File: config.mk
export PLATFORM = sky130hd
export DESIGN_NAME = handshake_connection_table
export DESIGN_NICKNAME = d
export VERILOG_FILES = /design/src/hw/rtl/hct_pkg.sv /design/src/hw/rtl/hct_table.sv /design/src/hw/rtl/handshake_connection_table.sv
export SDC_FILE = /design/constraint.sdc
export NUM_CORES = 2
export LEC_CHECK = 0
export ABC_CLOCK_PERIOD_IN_PS = 13600
export BUFFER_PORTS_ARGS = -buffer_cell sky130_fd_sc_hd__buf_2
export CAP_MARGIN = 20
export CORE_MARGIN = 10
export CORE_UTILIZATION = 38
export CTS_CLUSTER_SIZE = 25
export DETAILED_ROUTE_END_ITERATION = 16
export GPL_TIMING_DRIVEN = 0
export HOLD_SLACK_MARGIN = 0.15
export PLACE_DENSITY = 0.55
export SYNTH_ARGS = -nofsm -noshare
export SYNTH_HDL_FRONTEND = slang
export SYNTH_SLANG_ARGS = --single-unit
File: constraint.sdc
create_clock -name aclk -period 13.6 [get_ports aclk]
set_input_delay 2.72 -clock aclk [delete_from_list [all_inputs] [get_ports aclk]]
set_output_delay 2.72 -clock aclk [all_outputs]
set_load 0.05 [all_outputs]
File: src/hw/rtl/hct_pkg.sv
// types, status codes and constants of the handshake connection table
`default_nettype none

package hct_pkg;

    // slot numbers travel at the width of the result field
    localparam int SLOT_W = 6;
    localparam int PEER_W = 48;

    // result status codes
    localparam logic [3:0] STS_SYNACK      = 4'd0;
    localparam logic [3:0] STS_DUP_PEND    = 4'd1;
    localparam logic [3:0] STS_PEND_FULL   = 4'd2;
    localparam logic [3:0] STS_ESTAB       = 4'd3;
    localparam logic [3:0] STS_DUP_ESTAB   = 4'd4;
    localparam logic [3:0] STS_ESTAB_FULL  = 4'd5;
    localparam logic [3:0] STS_NOT_PEND    = 4'd6;
    localparam logic [3:0] STS_POPPED      = 4'd7;
    localparam logic [3:0] STS_EMPTY       = 4'd8;
    localparam logic [3:0] STS_IGNORED     = 4'd9;

    // command codes
    localparam logic CMD_SEGMENT = 1'b0;
    localparam logic CMD_ACCEPT  = 1'b1;

    typedef struct packed {
        logic        command;
        logic        syn_flag;
        logic        ack_flag;
        logic [31:0] peer_addr;
        logic [15:0] peer_port;
        logic [31:0] seq_num;
        logic [31:0] ack_num;
    } hct_in_t;

    typedef struct packed {
        logic [3:0]  status;
        logic        reply_valid;
        logic [31:0] reply_seq;
        logic [31:0] reply_ack;
        logic [5:0]  slot;
        logic [31:0] out_addr;
        logic [15:0] out_port;
        logic [31:0] out_seq;
        logic [31:0] out_ack;
    } hct_out_t;

    // requests from the sequencer to one peer table
    typedef struct packed {
        logic              wr_en;
        logic [SLOT_W-1:0] wr_slot;
        logic [PEER_W-1:0] wr_peer;
        logic              clr_en;
        logic [SLOT_W-1:0] clr_slot;
        logic [SLOT_W-1:0] rd_slot;
    } hct_tbl_ctrl_t;

    // occupancy summary of one peer table
    typedef struct packed {
        logic              has_free;
        logic [SLOT_W-1:0] free_slot;
        logic              has_used;
        logic [SLOT_W-1:0] used_slot;
    } hct_tbl_stat_t;

endpackage

`default_nettype wire

File: src/hw/rtl/hct_table.sv
// one peer table: peer memory with registered read, valid bits, slot search
`default_nettype none

module hct_table #(
    parameter int DEPTH = 8
) (
    input  wire                        aclk,
    input  wire                        aresetn,
    input  hct_pkg::hct_tbl_ctrl_t     ctrl,
    output hct_pkg::hct_tbl_stat_t     stat,
    output logic [hct_pkg::PEER_W-1:0] rd_data,
    output logic                       rd_valid
);
    import hct_pkg::*;

    localparam int IDX_W = (DEPTH > 1) ? $clog2(DEPTH) : 1;
    localparam logic [SLOT_W:0] DEPTH_V = (SLOT_W+1)'(DEPTH);

    logic [PEER_W-1:0] mem [DEPTH];
    logic [DEPTH-1:0]  valid_reg;
    logic [DEPTH-1:0]  valid_next;
    logic [PEER_W-1:0] rd_data_reg;
    logic              rd_valid_reg;

    logic [IDX_W-1:0] wr_idx;
    logic [IDX_W-1:0] clr_idx;
    logic [IDX_W-1:0] rd_idx;
    logic             wr_ok;
    logic             clr_ok;
    logic             rd_ok;

    assign wr_idx  = ctrl.wr_slot[IDX_W-1:0];
    assign clr_idx = ctrl.clr_slot[IDX_W-1:0];
    assign rd_idx  = ctrl.rd_slot[IDX_W-1:0];
    assign wr_ok   = ctrl.wr_en  && ({1'b0, ctrl.wr_slot}  < DEPTH_V);
    assign clr_ok  = ctrl.clr_en && ({1'b0, ctrl.clr_slot} < DEPTH_V);
    assign rd_ok   = {1'b0, ctrl.rd_slot} < DEPTH_V;

    // lowest free and lowest used slot
    always_comb begin
        stat = '0;
        for (int i = DEPTH - 1; i >= 0; i--) begin
            if (!valid_reg[i]) begin
                stat.has_free  = 1'b1;
                stat.free_slot = SLOT_W'(i);
            end else begin
                stat.has_used  = 1'b1;
                stat.used_slot = SLOT_W'(i);
            end
        end
    end

    always_comb begin
        valid_next = valid_reg;
        if (clr_ok) begin
            valid_next[clr_idx] = 1'b0;
        end
        if (wr_ok) begin
            valid_next[wr_idx] = 1'b1;
        end
    end

    always_ff @(posedge aclk) begin
        if (!aresetn) begin
            valid_reg <= '0;
        end else begin
            valid_reg <= valid_next;
        end
    end

    always_ff @(posedge aclk) begin
        if (wr_ok) begin
            mem[wr_idx] <= ctrl.wr_peer;
        end
    end

    always_ff @(posedge aclk) begin
        rd_data_reg <= mem[rd_idx];
    end

    // valid flag travels with the read word
    always_ff @(posedge aclk) begin
        if (!aresetn) begin
            rd_valid_reg <= 1'b0;
        end else begin
            rd_valid_reg <= rd_ok && valid_reg[rd_idx];
        end
    end

    assign rd_data  = rd_data_reg;
    assign rd_valid = rd_valid_reg;

    a_wr_free: assert property (@(posedge aclk) disable iff (!aresetn)
        wr_ok |-> !valid_reg[wr_idx])
        else $error("write into an occupied slot");

    a_clr_used: assert property (@(posedge aclk) disable iff (!aresetn)
        clr_ok |-> valid_reg[clr_idx])
        else $error("clear of an empty slot");

    a_wr_sets: assert property (@(posedge aclk) disable iff (!aresetn)
        wr_ok |=> valid_reg[$past(wr_idx)])
        else $error("written slot not marked valid");

endmodule

`default_nettype wire

File: src/hw/rtl/handshake_connection_table.sv
// top level of the listener-side handshake connection table
//
//  channel  | ports                      | word      | direction
//  ---------+----------------------------+-----------+----------
//  segment  | s_valid s_ready s_data     | hct_in_t  | in
//  result   | m_valid m_ready m_data     | hct_out_t | out
//  config   | cfg_we cfg_wdata           | 32 bits   | in
//
//  a segment word passes dispatch, a scan over max(PENDING_SLOTS, ESTABLISHED_SLOTS)
//  slots and fin before the next accept; the scan reads one slot per cycle from each
//  table memory port, both tables in parallel, with a registered read
//  a pop runs dispatch, pop, fin; an empty accept or odd flag pair runs dispatch, fin
//  one word is in flight at a time; s_ready is high only in the idle state
//  the result register lets a new word enter while m_valid waits on m_ready
//  reset clears the valid bits of both tables at once: no clearing pass
`default_nettype none

module handshake_connection_table #(
    parameter int PENDING_SLOTS     = 8,
    parameter int ESTABLISHED_SLOTS = 8
) (
    input  wire               aclk,
    input  wire               aresetn,
    input  wire               cfg_we,
    input  wire [31:0]        cfg_wdata,
    input  wire               s_valid,
    output logic              s_ready,
    input  hct_pkg::hct_in_t  s_data,
    output logic              m_valid,
    input  wire               m_ready,
    output hct_pkg::hct_out_t m_data
);
    import hct_pkg::*;

    // scan runs over the deeper of the two tables
    localparam int SCAN_SLOTS = (PENDING_SLOTS > ESTABLISHED_SLOTS) ?
                                PENDING_SLOTS : ESTABLISHED_SLOTS;
    localparam int CNT_W = $clog2(SCAN_SLOTS + 1);
    localparam logic [CNT_W-1:0] SCAN_END = CNT_W'(SCAN_SLOTS);

    // sequencer states
    localparam logic [2:0] S_IDLE     = 3'd0;
    localparam logic [2:0] S_DISPATCH = 3'd1;
    localparam logic [2:0] S_SCAN     = 3'd2;
    localparam logic [2:0] S_POP      = 3'd3;
    localparam logic [2:0] S_FIN      = 3'd4;

    logic [2:0]        state_reg,     state_next;
    hct_in_t           item_reg,      item_next;
    logic [31:0]       init_seq_reg,  init_seq_next;
    logic [CNT_W-1:0]  cnt_reg,       cnt_next;
    logic              cmp_vld_reg,   cmp_vld_next;
    logic [SLOT_W-1:0] cmp_slot_reg,  cmp_slot_next;
    logic              p_match_reg,   p_match_next;
    logic [SLOT_W-1:0] p_slot_reg,    p_slot_next;
    logic              e_match_reg,   e_match_next;
    logic [SLOT_W-1:0] pop_slot_reg,  pop_slot_next;
    hct_out_t          res_reg,       res_next;
    logic              m_valid_reg,   m_valid_next;
    hct_out_t          m_data_reg,    m_data_next;

    hct_tbl_ctrl_t     pend_ctrl, est_ctrl;
    hct_tbl_stat_t     pend_stat, est_stat;
    logic [PEER_W-1:0] pend_rd_data, est_rd_data;
    logic              pend_rd_valid, est_rd_valid;
    logic [PEER_W-1:0] peer;

    assign peer = {item_reg.peer_addr, item_reg.peer_port};

    hct_table #(.DEPTH(PENDING_SLOTS)) u_pend (
        .aclk     (aclk),
        .aresetn  (aresetn),
        .ctrl     (pend_ctrl),
        .stat     (pend_stat),
        .rd_data  (pend_rd_data),
        .rd_valid (pend_rd_valid)
    );

    hct_table #(.DEPTH(ESTABLISHED_SLOTS)) u_est (
        .aclk     (aclk),
        .aresetn  (aresetn),
        .ctrl     (est_ctrl),
        .stat     (est_stat),
        .rd_data  (est_rd_data),
        .rd_valid (est_rd_valid)
    );

    always_comb begin
        state_next    = state_reg;
        item_next     = item_reg;
        init_seq_next = init_seq_reg;
        cnt_next      = cnt_reg;
        cmp_vld_next  = cmp_vld_reg;
        cmp_slot_next = cmp_slot_reg;
        p_match_next  = p_match_reg;
        p_slot_next   = p_slot_reg;
        e_match_next  = e_match_reg;
        pop_slot_next = pop_slot_reg;
        res_next      = res_reg;
        m_valid_next  = m_valid_reg && !m_ready;
        m_data_next   = m_data_reg;

        // both tables read the scan slot unless a pop overrides the established table's read
        pend_ctrl         = '0;
        est_ctrl          = '0;
        pend_ctrl.rd_slot = SLOT_W'(cnt_reg);
        est_ctrl.rd_slot  = SLOT_W'(cnt_reg);
        pend_ctrl.wr_peer = peer;
        est_ctrl.wr_peer  = peer;

        if (cfg_we) begin
            init_seq_next = cfg_wdata;
        end

        case (state_reg)
            S_IDLE: begin
                if (s_valid) begin
                    item_next  = s_data;
                    state_next = S_DISPATCH;
                end
            end
            S_DISPATCH: begin
                res_next     = '0;
                cnt_next     = '0;
                cmp_vld_next = 1'b0;
                p_match_next = 1'b0;
                e_match_next = 1'b0;
                if (item_reg.command == CMD_ACCEPT) begin
                    if (est_stat.has_used) begin
                        est_ctrl.rd_slot = est_stat.used_slot;
                        pop_slot_next    = est_stat.used_slot;
                        state_next       = S_POP;
                    end else begin
                        res_next.status = STS_EMPTY;
                        state_next      = S_FIN;
                    end
                end else if (item_reg.syn_flag != item_reg.ack_flag) begin
                    state_next = S_SCAN;
                end else begin
                    res_next.status = STS_IGNORED;
                    state_next      = S_FIN;
                end
            end
            S_SCAN: begin
                // compare stage: word read in the previous cycle
                if (cmp_vld_reg) begin
                    if (pend_rd_valid && pend_rd_data == peer) begin
                        p_match_next = 1'b1;
                        p_slot_next  = cmp_slot_reg;
                    end
                    if (est_rd_valid && est_rd_data == peer) begin
                        e_match_next = 1'b1;
                    end
                end
                if (cnt_reg != SCAN_END) begin
                    cmp_vld_next  = 1'b1;
                    cmp_slot_next = SLOT_W'(cnt_reg);
                    cnt_next      = cnt_reg + CNT_W'(1);
                end else begin
                    cmp_vld_next = 1'b0;
                    if (!cmp_vld_reg) begin
                        state_next = S_FIN;
                        if (item_reg.syn_flag) begin
                            // syn: new peer into the pending table
                            if (p_match_reg) begin
                                res_next.status = STS_DUP_PEND;
                            end else if (!pend_stat.has_free) begin
                                res_next.status = STS_PEND_FULL;
                            end else begin
                                pend_ctrl.wr_en      = 1'b1;
                                pend_ctrl.wr_slot    = pend_stat.free_slot;
                                res_next.status      = STS_SYNACK;
                                res_next.reply_valid = 1'b1;
                                res_next.reply_seq   = init_seq_reg;
                                res_next.reply_ack   = item_reg.seq_num + 32'd1;
                                res_next.slot        = pend_stat.free_slot;
                            end
                        end else begin
                            // ack: pending peer moves to the established table
                            if (e_match_reg) begin
                                res_next.status = STS_DUP_ESTAB;
                            end else if (!est_stat.has_free) begin
                                res_next.status = STS_ESTAB_FULL;
                            end else if (!p_match_reg) begin
                                res_next.status = STS_NOT_PEND;
                            end else begin
                                pend_ctrl.clr_en   = 1'b1;
                                pend_ctrl.clr_slot = p_slot_reg;
                                est_ctrl.wr_en     = 1'b1;
                                est_ctrl.wr_slot   = est_stat.free_slot;
                                res_next.status    = STS_ESTAB;
                                res_next.slot      = est_stat.free_slot;
                                res_next.out_seq   = item_reg.seq_num;
                                res_next.out_ack   = item_reg.ack_num;
                            end
                        end
                    end
                end
            end
            S_POP: begin
                est_ctrl.clr_en   = 1'b1;
                est_ctrl.clr_slot = pop_slot_reg;
                res_next.status   = STS_POPPED;
                res_next.slot     = pop_slot_reg;
                res_next.out_addr = est_rd_data[PEER_W-1:16];
                res_next.out_port = est_rd_data[15:0];
                state_next        = S_FIN;
            end
            S_FIN: begin
                if (!m_valid_reg || m_ready) begin
                    m_valid_next = 1'b1;
                    m_data_next  = res_reg;
                    state_next   = S_IDLE;
                end
            end
            default: begin
                state_next = S_IDLE;
            end
        endcase
    end

    // control state
    always_ff @(posedge aclk) begin
        if (!aresetn) begin
            state_reg    <= S_IDLE;
            init_seq_reg <= '0;
            cnt_reg      <= '0;
            cmp_vld_reg  <= 1'b0;
            p_match_reg  <= 1'b0;
            e_match_reg  <= 1'b0;
            m_valid_reg  <= 1'b0;
        end else begin
            state_reg    <= state_next;
            init_seq_reg <= init_seq_next;
            cnt_reg      <= cnt_next;
            cmp_vld_reg  <= cmp_vld_next;
            p_match_reg  <= p_match_next;
            e_match_reg  <= e_match_next;
            m_valid_reg  <= m_valid_next;
        end
    end

    // payload
    always_ff @(posedge aclk) begin
        item_reg     <= item_next;
        cmp_slot_reg <= cmp_slot_next;
        p_slot_reg   <= p_slot_next;
        pop_slot_reg <= pop_slot_next;
        res_reg      <= res_next;
        m_data_reg   <= m_data_next;
    end

    assign s_ready = (state_reg == S_IDLE);
    assign m_valid = m_valid_reg;
    assign m_data  = m_data_reg;

    a_scan_bound: assert property (@(posedge aclk) disable iff (!aresetn)
        (state_reg == S_SCAN) |-> (cnt_reg <= SCAN_END))
        else $error("scan counter past the table depth");

    a_fin_load: assert property (@(posedge aclk) disable iff (!aresetn)
        (state_reg == S_FIN && (!m_valid_reg || m_ready)) |=> (m_valid_reg && s_ready))
        else $error("finished word not handed to the result register");

    a_reply_flag: assert property (@(posedge aclk) disable iff (!aresetn)
        (state_reg == S_FIN) |-> (res_reg.reply_valid == (res_reg.status == STS_SYNACK)))
        else $error("reply flag out of step with status");

    a_accept_leaves_idle: assert property (@(posedge aclk) disable iff (!aresetn)
        (s_valid && s_ready) |=> (state_reg == S_DISPATCH))
        else $error("accepted word not dispatched");

endmodule

`default_nettype wire

==> impl_metrics.ini <==
[worst_setup_path]
r2r-end = res_reg[92]
cp.arrival_ps = 3040
rrSetupSlack_ps = 9790
critical_path_class = register to output pin
endpoint_kind = output pin
critical-path-max-stage-delay_ps = 760
reg2reg_depth = 7
worstPathCellList = clkbuf_1, clkbuf_1, nor3_1, buf_2
crit_fanout = 10
crit_buf_inv = 3
path_delay_family = buffers and inverters
slowest_stage = clkbuf_1
critPathLaunchType = register
worstPathRequired_ps = 10880
crit_top_cell = clkbuf_1
timing.rr.start = state_reg[0]

[clock_tree]
clock-root-buffer = clkbuf_16
postCtsSetupRepairBufs = 0
clk_pin_slew_ps = 60
cts_tree = built
h-tree-depth = 4
max-clock-path-buffers = 3
cts_num_sinks = 1419
clkLatencyLatePin_ps = 780
ctsHoldBuffers = 0
cts_buffers = 152
cts-resized-gates = 0

[sta]
timing.slew.headroom_pct = 28.7
rsz0062_at_grt = false
hold_viol = 0
fin_crit_sh_pct = 42.4
finalSetupTns_ps = 0
tightest_slew_ps = 1060
drv_slew = 0
clock.fmax_ghz = 0.173
setup_violations = 0
fin_crit_ps = 5760
finClkSkew_ps = 27.8

[global_route]
grtUsageTotal_pct = 17.0
grt_pass1_wl_um = 191000
antenna_found_initial = 8
grt_max_degree = 72
grt_pass1_vias = 27000
gr-total-overflow = 0

[finish]
fin_area_sq_um = 62000
drive_gt1_share_pct = 27.9
finalNonFillerCells = 5201
area_growth_syn_to_layout_pct = 18.4
multi_input_area_sq_um = 10600
layout.nets = 3428
seq_area_sq_um = 41000
top_regs = u_est.mem x384, u_pend.mem x384
nFillCells = 11800
post-route-util_pct = 45.2

[placement]
place.gp.congestion = 0.832
place_inst = 4914
placed_area_sq_um = 57200
io_buffer_count = 336
detailed_place_hpwl_um = 89700

[detailed_routing]
post-route-drc-count = 0
dr_total_vias = 26500
drt_iter0_drc = 2219
routed_wl_um = 133000
drtPass1Iterations = 5
post_drt_wl_per_cell_um = 25.6
ant_nets = 0
routed_via_density = 5.10

[status]
status = finished, final reports clean

[power_and_ir_drop]
totalPowerFinal_mw = 9.35
p_per_area_nw_per_um2 = 151
p_leak_nw = 21.2
ir_worst_vdd_uv = 104

[logic_synthesis]
synth_edf_count = 1262
synth_top_cell_by_area = edfxtp_1
ys_seq_area_share_pct = 78.3
syn_avg_cell_area_sq_um = 19.1
syn-cell-area_sq_um = 52400
yosys_warnings = 0
synth_top_area_share_pct = 72.3
synthArstFlopShare_pct = 0
ys.flop_type = edfxtp_1
synth.top_cells.by_area = edfxtp_1, dfxtp_1, mux4_2, mux2_2, and3_1
yosysMostFrequentCell = edfxtp_1
synth_common_cells = edfxtp_1, dfxtp_1, and3_1
synthCells = 2749
ys_ff_latch = 1419
yosys.cell_types.count = 79

[floorplan]
ioPinCount = 341
dieWidth_um = 391
rows = 136
start_util_pct = 38.2
die_h_um = 391
core_area_sq_um = 137000
die-area_sq_um = 153000

[min_path]
hold_path_class = register to register
hold_path_depth = 0
holdPathEnd = m_data[182]
holdCritStartpoint = res_reg[182]

[flow_run]
maxCapViolCount = 0
per-stage QoR:
stage	hold WS (ps)	setup WS, ps
after detailed placement	405	8730
after CTS	410	7860
after global placement	400	2990
after floorplan	400	5920
final	406	7840
after global routing	419	7810
worst register-to-register path, cell delays in order (launching register included):
cell and delay (ps):
dfxtp_1 310, buf_4 150, inv_1 170, nor2_1 820, clkbuf_1 700, clkbuf_4 630, nand2_1 410, nor2_1 390
layout by cell type (no fill, tap or decap), types with 10 or more instances in the layout:
cell / n
mux2i_1: 33
edfxtp_1: 1262
o21ai_0: 25
buf_12: 32
buf_6: 10
o22ai_1: 100
a21oi_1: 14
mux2_1: 57
clkinv_1: 30
xnor2_1: 65
mux2_2: 131
nor2_1: 112
mux4_2: 98
inv_1: 22
clkbuf_1: 116
xor2_1: 53
buf_2: 359
nand3_1: 25
nand4_1: 36
nor4_1: 15
clkbuf_16: 155
nand2_1: 39
dfxtp_1: 157
clkinv_2: 24
mux2_4: 52
and3_1: 150
nor2b_1: 39
layout make-up:
type / instances / share of cell area [%]
diodes: 3 / 0.0121
repair buffers: 369 / 3.85
clock inverters: 81 / 1.21
clock buffers: 203 / 6.62
well taps: 1794 / 3.62
multi-input cells: 1170 / 17.0
plain buffers: 133 / 1.30
flip-flops and latches: 1419 / 66.1
inverters: 29 / 0.196
how the worst max path moves through the flow:
stage	start	end	cells after the start
floorplan	m_ready	m_data[0]	2
global placement	m_ready	m_data[74]	3
detailed placement	state_reg[1]	s_ready	4
CTS	state_reg[1]	s_ready	4
global route	state_reg[1]	s_ready	4
finish	state_reg[1]	s_ready	4
routing by layer:
layer  global-route usage, %  wire [um]
met5                       0         13
met4                    4.70       3130
met3                    4.05       9760
met2                    27.3      62800
met1                    23.1      57500
logic make-up after synthesis:
group	share of synthesized area (%)
AO/OA/AOI/OAI	2.46
XOR/XNOR	1.97
adder cells (fa/ha/maj)	0.0477
buffers and inverters	1.74
flip-flops	78.3
multiplexers	10.4
other	0.00716
AND/OR/NAND/NOR	5.09
report_power, final:
part           total [mW]  switching, mW  internal [mW]
Combinational       0.357          0.251          0.107
Sequential           4.98          0.101           4.88
Clock                4.01           1.70           2.31
Total                9.35           2.05           7.30
(Power assumes the default switching activity.)
